===== src/hw/rtl/assert_macros.svh =====
// ---------------------------------------------------------------------------
// Assertion macros
// Shared concurrent assertion forms for the edge taper block.
// ---------------------------------------------------------------------------
`ifndef ASSERT_MACROS_SVH
`define ASSERT_MACROS_SVH

// Consequent must hold in the same cycle as the antecedent.
`define HET_ASSERT_NOW(label, clk, rst_n, ante, cons, msg) \
  label: assert property (@(posedge clk) disable iff (!rst_n) (ante) |-> (cons)) \
    else $error(msg);

// Consequent must hold in the cycle after the antecedent.
`define HET_ASSERT_NEXT(label, clk, rst_n, ante, cons, msg) \
  label: assert property (@(posedge clk) disable iff (!rst_n) (ante) |=> (cons)) \
    else $error(msg);

`endif


===== src/hw/rtl/het_pkg.sv =====
// ---------------------------------------------------------------------------
// het_pkg
// Types, constants and tables shared by the edge taper modules.
// ---------------------------------------------------------------------------
package het_pkg;

  localparam int MAX_FRAME_DEF      = 65536;
  localparam int SAMPLE_BITS_DEF    = 24;
  localparam int COEF_FRAC_BITS_DEF = 17;

  localparam int LEN_W        = 17;
  localparam int FRAC_W       = 16;
  localparam int TAPER_W      = 16;
  localparam int PHASE_W      = 32;
  localparam int ADDR_W       = 3;
  localparam int DATA_W       = 32;
  localparam int CORDIC_ITERS = 20;
  localparam int ITER_W       = $clog2(CORDIC_ITERS);
  localparam int DIV_STEPS    = PHASE_W + 1;
  localparam int CNT_W        = $clog2(DIV_STEPS);
  localparam int CORDIC_W     = 33;

  localparam logic [LEN_W-1:0]  FRAME_LENGTH_RST = LEN_W'(1024);
  localparam logic [FRAC_W-1:0] TAPER_FRAC_RST   = FRAC_W'(3277);
  localparam logic [FRAC_W-1:0] FRAC_HALF        = FRAC_W'(32768);

  // Gain-compensated start vector, Q2.30.
  localparam logic signed [CORDIC_W-1:0] CORDIC_X0 = 33'sh026DD3B6A;
  // Window 0.54 - 0.46*cos, both terms in Q.30.
  localparam logic signed [30:0] WIN_MUL = 31'sd493921239;
  localparam logic signed [63:0] WIN_OFS = 64'sd579820585;

  typedef enum logic [0:0] {
    REG_FRAME_LENGTH   = 1'b0,
    REG_TAPER_FRACTION = 1'b1
  } het_reg_t;

  typedef enum logic [3:0] {
    ST_IDLE,
    ST_LATCH,
    ST_DIV,
    ST_EDGE,
    ST_PHASE,
    ST_CORDIC,
    ST_COS,
    ST_WMUL,
    ST_WCALC,
    ST_SMUL,
    ST_OUT
  } het_state_t;

  typedef struct packed {
    logic              accept;
    logic              latch_taper;
    logic              div_init;
    logic              div_step;
    logic              div_lead;
    logic              edge_calc;
    logic              phase_load;
    logic              cordic_step;
    logic              cos_sel;
    logic              wmul;
    logic              wcalc;
    logic              smul;
    logic              out_load;
    logic [ITER_W-1:0] iter;
  } het_cmd_t;

  typedef struct packed {
    logic p_zero;
    logic edge_hit;
    logic out_full;
  } het_sts_t;

  // atan(2^-i) in units of 2^-32 turn.
  function automatic logic [PHASE_W-1:0] atan_turn(input logic [ITER_W-1:0] i);
    logic [PHASE_W-1:0] a;
    case (i)
      5'd0:    a = 32'h20000000;
      5'd1:    a = 32'h12E4051E;
      5'd2:    a = 32'h09FB385B;
      5'd3:    a = 32'h051111D4;
      5'd4:    a = 32'h028B0D43;
      5'd5:    a = 32'h0145D7E1;
      5'd6:    a = 32'h00A2F61E;
      5'd7:    a = 32'h00517C55;
      5'd8:    a = 32'h0028BE53;
      5'd9:    a = 32'h00145F2F;
      5'd10:   a = 32'h000A2F98;
      5'd11:   a = 32'h000517CC;
      5'd12:   a = 32'h00028BE6;
      5'd13:   a = 32'h000145F3;
      5'd14:   a = 32'h0000A2FA;
      5'd15:   a = 32'h0000517D;
      5'd16:   a = 32'h000028BE;
      5'd17:   a = 32'h0000145F;
      5'd18:   a = 32'h00000A30;
      5'd19:   a = 32'h00000518;
      default: a = '0;
    endcase
    return a;
  endfunction

endpackage


===== src/hw/rtl/het_ctrl.sv =====
// ---------------------------------------------------------------------------
// het_ctrl
// Sequencer for one sample: taper latch, divide, CORDIC and weighting steps.
// ---------------------------------------------------------------------------
module het_ctrl (
  input  logic              clk,
  input  logic              rst_n,
  input  logic              in_valid,
  output logic              in_ready,
  input  het_pkg::het_sts_t sts,
  output het_pkg::het_cmd_t cmd
);
  import het_pkg::*;

  het_state_t       state_r, state_nxt;
  logic [CNT_W-1:0] cnt_r, cnt_nxt;

  always_ff @(posedge clk) begin
    if (!rst_n) begin
      state_r <= ST_IDLE;
      cnt_r   <= '0;
    end else begin
      state_r <= state_nxt;
      cnt_r   <= cnt_nxt;
    end
  end

  always_comb begin
    state_nxt = state_r;
    cnt_nxt   = cnt_r;
    in_ready  = 1'b0;
    cmd       = '0;
    cmd.iter  = cnt_r[ITER_W-1:0];
    case (state_r)
      ST_IDLE: begin
        in_ready = 1'b1;
        if (in_valid) begin
          cmd.accept = 1'b1;
          state_nxt  = ST_LATCH;
        end
      end
      ST_LATCH: begin
        if (sts.p_zero) begin
          cmd.latch_taper = 1'b1;
          cmd.div_init    = 1'b1;
          cnt_nxt         = '0;
          state_nxt       = ST_DIV;
        end else begin
          state_nxt = ST_EDGE;
        end
      end
      ST_DIV: begin
        cmd.div_step = 1'b1;
        cmd.div_lead = (cnt_r == '0);
        if (cnt_r == CNT_W'(DIV_STEPS - 1)) begin
          state_nxt = ST_EDGE;
        end else begin
          cnt_nxt = cnt_r + CNT_W'(1);
        end
      end
      ST_EDGE: begin
        cmd.edge_calc = 1'b1;
        state_nxt     = ST_PHASE;
      end
      ST_PHASE: begin
        if (sts.edge_hit) begin
          cmd.phase_load = 1'b1;
          cnt_nxt        = '0;
          state_nxt      = ST_CORDIC;
        end else begin
          state_nxt = ST_OUT;
        end
      end
      ST_CORDIC: begin
        cmd.cordic_step = 1'b1;
        if (cnt_r == CNT_W'(CORDIC_ITERS - 1)) begin
          state_nxt = ST_COS;
        end else begin
          cnt_nxt = cnt_r + CNT_W'(1);
        end
      end
      ST_COS: begin
        cmd.cos_sel = 1'b1;
        state_nxt   = ST_WMUL;
      end
      ST_WMUL: begin
        cmd.wmul  = 1'b1;
        state_nxt = ST_WCALC;
      end
      ST_WCALC: begin
        cmd.wcalc = 1'b1;
        state_nxt = ST_SMUL;
      end
      ST_SMUL: begin
        cmd.smul  = 1'b1;
        state_nxt = ST_OUT;
      end
      ST_OUT: begin
        if (!sts.out_full) begin
          cmd.out_load = 1'b1;
          state_nxt    = ST_IDLE;
        end
      end
      default: begin
        state_nxt = ST_IDLE;
      end
    endcase
  end

endmodule


===== config.mk =====
export PLATFORM = sky130hd
export DESIGN_NAME = het_ctrl
export DESIGN_NICKNAME = d
export VERILOG_FILES = /design/src/hw/rtl/assert_macros.svh /design/src/hw/rtl/het_pkg.sv /design/src/hw/rtl/het_ctrl.sv
export SDC_FILE = /design/constraint.sdc
export NUM_CORES = 1
export LEC_CHECK = 0
export ABC_AREA = 1
export BUFFER_PORTS_ARGS = -buffer_cell sky130_fd_sc_hd__buf_4
export CAP_MARGIN = 20
export CORE_AREA = 5 5 49 51
export CTS_BUF_LIST = sky130_fd_sc_hd__clkbuf_8
export DETAILED_ROUTE_END_ITERATION = 6
export DIE_AREA = 0 0 54 56
export GPL_TIMING_DRIVEN = 0
export MAX_ROUTING_LAYER = met4
export PLACE_DENSITY = 0.83
export SYNTH_ARGS = -nofsm -noshare
export SYNTH_HDL_FRONTEND = slang
export SYNTH_SLANG_ARGS = --single-unit

===== constraint.sdc =====
create_clock -name clk -period 1.2 [get_ports clk]
set_input_delay 0 -clock clk [delete_from_list [all_inputs] [get_ports clk]]
set_output_delay 0 -clock clk [all_outputs]
set_load 0.05 [all_outputs]

== Yosys cells after proc, flatten, opt, wreduce, memory -nomap -nowiden ==
Index checks and enable logic that the tools add are counted.

* Register bits: 10
* Bits of input ports: 6
* Output and inout bits: 19
* Word-level logic and storage cells: 56

* Add/sub/neg operators: 1
* Equality and inequality tests: 20
* Multiplexer cells: 28
* Reductions and logical operators: 5

{| class="wikitable"
|+ Operators by type and width
! kind !! count
|-
| 4-bit case mux with 11 select lines || 1
|-
| 6-bit two-way mux || 4
|-
| 6-bit case mux with 4 select lines || 1
|-
| 4-bit two-way mux || 5
|-
| 4-bit by 3-bit equality test with 1-bit output (second input constant) || 4
|-
| 2-bit inequality test (second input constant) || 8
|-
| 1-bit two-way mux || 14
|-
| 4-bit equality test (second input constant) || 3
|-
| 4-bit by 2-bit equality test with 1-bit output (second input constant) || 2
|-
| 6-bit by 1-bit adder with 6-bit output (second input constant) || 1
|-
| 6-bit by 5-bit equality test with 1-bit output (second input constant) || 1
|-
| 6-bit equality test (second input constant) || 1
|-
| 6-bit logical NOT || 1
|-
| 2-bit two-way mux || 3
|-
| 5-bit AND reduction || 1
|-
| 4-bit by 1-bit equality test with 1-bit output (second input constant) || 1
|-
| 4-bit logical NOT || 1
|-
| 4-bit AND reduction || 1
|-
| 4-bit nonzero test || 1
|}

== Longest topological paths before layout ==
* Word-level depth: 3
* Depth in mapped cells: 10
* Gate-level depth less buffers: 10

== Least setup slack after synthesis ==
Ideal clock, no wire load.

* Path kind: register to output
* Start: reg state_r[2]
* End: out cmd[16] (netlist bit)
* Arrival: 2,160 ps
* Data required time: 1,200 ps
* Slack: -960 ps
* Cell stages (with the launch flop): 5
* Path buffers: 1
* Path through: dfxtp_1 -> nor2_1 -> inv_1 -> nor3_1 -> buf_4

{| class="wikitable"
|+ RTL lines
! what !! line !! text
|-
| from (decl) || het_ctrl.sv:15 || <nowiki>het_state_t state_r, state_nxt;</nowiki>
|-
| from (signal assigned) || het_ctrl.sv:23 || <nowiki>state_r <= state_nxt;</nowiki>
|-
| to (decl) || het_ctrl.sv:11 || <nowiki>output het_pkg::het_cmd_t cmd</nowiki>
|}

== Worst setup path after layout ==
* Start: reg state_r[1]
* End: reg cnt_r[0]

* Word-level cells in the longest chain between the ends: 3
* Elaborated cells between the ends (all ways): 11
* Classes of those cells: eq/ne (8); mux (1); reduce/logical (2)

{| class="wikitable"
|+ RTL lines
! what !! line !! text
|-
| 4-bit by 3-bit equality test with 1-bit output, or another cell as far along || het_ctrl.sv:34 || <nowiki>case (state_r)</nowiki>
|-
| 4-bit nonzero test (no line) or 2-bit inequality test (tied branches) || -- ||
|-
| 5-bit AND reduction (no line) || -- ||
|-
| to (signal assigned) || het_ctrl.sv:24 || <nowiki>cnt_r <= cnt_nxt;</nowiki>
|-
| to (decl) || het_ctrl.sv:16 || <nowiki>logic [CNT_W-1:0] cnt_r, cnt_nxt;</nowiki>
|}

Several ways; a longest one is shown, not always the timed one.
A chain may end at the register's enable or synchronous reset.

==> results.yml <==
synth:
  synthArstFlopShare_pct: 0
  synth_top_area_share_pct: 23.5
  synth_seq_cells: 10
  yosys-top-cells-count: "nand2_1 (28), nor2_1 (21), inv_1 (17)"
  synth.largest_area_cell: "dfxtp_1"
  synth_area_per_cell_um2: 6.17
  synthCells: 138
  synth_top_flop_cell: "dfxtp_1"
  synth_nets: 146
  synth_cell_types: 24
  synth_area_leaders: "dfxtp_1 (23%), nand2_1 (12%), nor2_1 (9.3%), nand3_1 (8.8%), inv_1 (7.5%)"
  yosysMostFrequentCell: "nand2_1"
  syn-cell-area_um2: 852
  yosysWarnings: 0
  yosysSeqAreaShare_pct: 23.5
  synth-edff-count: 0
grt:
  track_usage_pct: 26.5
  antenna_found_initial: 0
  grt_overflow: 0
  grt_pass1_vias: 1215
  grt_max_degree: 8
  grt_pass1_wl_um: 5780
place:
  place_inst: 189
  hpwl_um: 1890
  port_buffers: 24
  gp_congestion: 0.928
timing:
  fin_crit_sh_pct: 129
  max_freq_mhz: 644
  hold_violations: 0
  final-setup-viol-count: 24
  report.final.slew_viol_count: 0
  skew_ns: 0.00475
  fin_ws_ns: -0.352
  tightestPinTransition_ns: 0.273
  min_period_ns: 1.55
  slew_headroom_pct: 81.8
  rsz0062_at_grt: "true"
pwr:
  p_leak_nw: 0.792
  ir_drop_v: 0.00193
  power_density_mw_per_mm2: 2180
critical_path:
  critPathCaptureType: "flip-flop"
  r2r_cells: 9
  path_max_fanout: 6
  worst_ep_arrival_time_ns: 1.69
  startpoint_type: "flip-flop"
  reg2reg_slack_ns: -0.35
  cp.required_ns: 1.34
  worst-setup-path-type: "reg2reg"
routing:
  vias: 1266
  drtAntennaViolNets: 0
  dr.pass1.iters: 4
  finalWirelength_um: 4820
  drc: 0
  via_per_inst: 5.92
  drtIter0Drc: 70
  wl_per_cell_um: 22.5
status:
  violations: "negative setup slack"
  status: "complete, but fails checks"
clock_network:
  cts_root_buffer: "clkbuf_8"
  numCtsBuffers: 3
  clock_latency_ns: 0.25
  clock_sinks: 10
  cts_tree: "built"
  cts_htree_levels: 1
  cts.reportedPaths.clkPinSlew_ns: 0.05
  cts_buffer_depth: 2
floorplan:
  die_h_um: 56
  core_area_mm2: 0.00190
  ios: 25
  initial_utilization_pct: 44.8
  die_area_mm2: 0.00302
  rows: 16
  die_x_um: 54
layout:
  syn_to_final_growth_pct: 109
  multi_input_area_um2: 837
  finalNetCount: 196
  post_layout_nonfiller_instances: 214
  finish.utilization_pct: 93.6
  fillerInstances: 53
  antennaDiodeCount: 0
  drive_gt1_share_pct: 70.6
  regArea_um2: 229
min_path:
  worstHoldPathCells: 5
  hp-class: "in2reg"
flow_run:
  drv_cap: 0
==> cells by family after synthesis <==
kind of cell             after synthesis  synth area share, %
AO/OA/AOI/OAI                         14                 9.40
XOR/XNOR                               3                 3.08
adder cells (fa/ha/maj)                2                 2.94
buffers and inverters                 27                 15.1
flip-flops                            10                 23.5
AND/OR/NAND/NOR                       82                 46.0
==> critical path, cell delays in order (launching register included) <==
cell and delay (ns):
dfxtp_4 0.36, buf_6 0.13, nor2_4 0.23, nand2_1 0.12, nand3_2 0.10, nand2_2 0.08
inv_2 0.10, nand2_4 0.10, o21ai_2 0.15, nor2_1 0.06
==> where the power goes <==
group	switching, mW	leakage, nW	internal (mW)
combinational	1.82	0.681	1.15
clock	0.147	0.0231	0.225
sequential	0.130	0.0874	0.414
total	2.09	0.792	1.79
==> final timing paths <==
path	from	endpoint
max	state_r[1]	cnt_r[0]
min reg2reg	cnt_r[1]	cnt_r[1]
min	sts[1]	state_r[2]
max reg2reg	state_r[1]	cnt_r[0]
==> flip-flops by register name, indices dropped and copies added (netlist names) <==
signal	cells
cnt_r	6
state_r	4
==> final cells by class <==
cell class / count / share of cell area, %
plain buffers: 6 / 2.53
multi-input cells: 101 / 47.0
repair buffers: 45 / 27.1
well taps: 27 / 1.90
clock buffers: 3 / 2.32
clock inverters: 1 / 0.211
flip-flops and latches: 10 / 12.9
inverters: 21 / 6.11
==> cell usage in the layout (no fill, tap or decap), drive strengths merged <==
master       synthesis  layout
xor2                 2       2
nor4                 1       1
xnor2                1       1
dfxtp               10      10
clkinv               1       2
inv                 20      20
clkbuf               0       3
o21ai                4       4
a21oi                9       9
buf                  6      50
nand3               15      15
nor2                27      27
nor3                 4       4
o31ai                1       1
dlygate4sd3          0       1
nand3b               1       1
nand2               34      34
ha                   2       2
==> through the flow <==
| step | total power, mW | area (um2) | hold WS (ns) | setup WS (ns) | setup TNS (ns) |
|---|---|---|---|---|---|
| 4_1_cts | 3.07 | 1510 | 0.148 | -0.111 | -1.04 |
| 3_5_place_dp | 2.30 | 1210 | 0.231 | -0.199 | -1.22 |
| 3_3_place_gp | 2.26 | 1210 | 0.228 | -0.191 | -1.09 |
| 2_1_floorplan | 1.92 | 998 | 0.0637 | -0.150 | -0.898 |
| 6_report | 3.88 | 1780 | 0.214 | -0.352 | -4.64 |
| 5_1_grt | 4.02 | 1780 | 0.248 | -0.396 | -5.51 |
==> metal layers <==
layer | track usage, % | part of all wire (%) | vias up
li1 | - | - | 534
met1 | 28.6 | 37 | 581
met2 | 41.5 | 46 | 112
met3 | 5.90 | 9.0 | 39
met4 | 18.5 | 7.3 | 0
met5 | - | 0 | -
==> repair_timing <==
| action | CTS | global route |
|---|---|---|
| hold endpoints to repair | 2 | 0 |
| buffers inserted | 7 | 13 |
| resized for setup | 49 | 40 |
| pin swaps | 12 | 19 |
| endpoints found under the setup margin | 19 | 24 |
| hold buffers | 1 | 0 |
(Power assumes the default switching activity.)
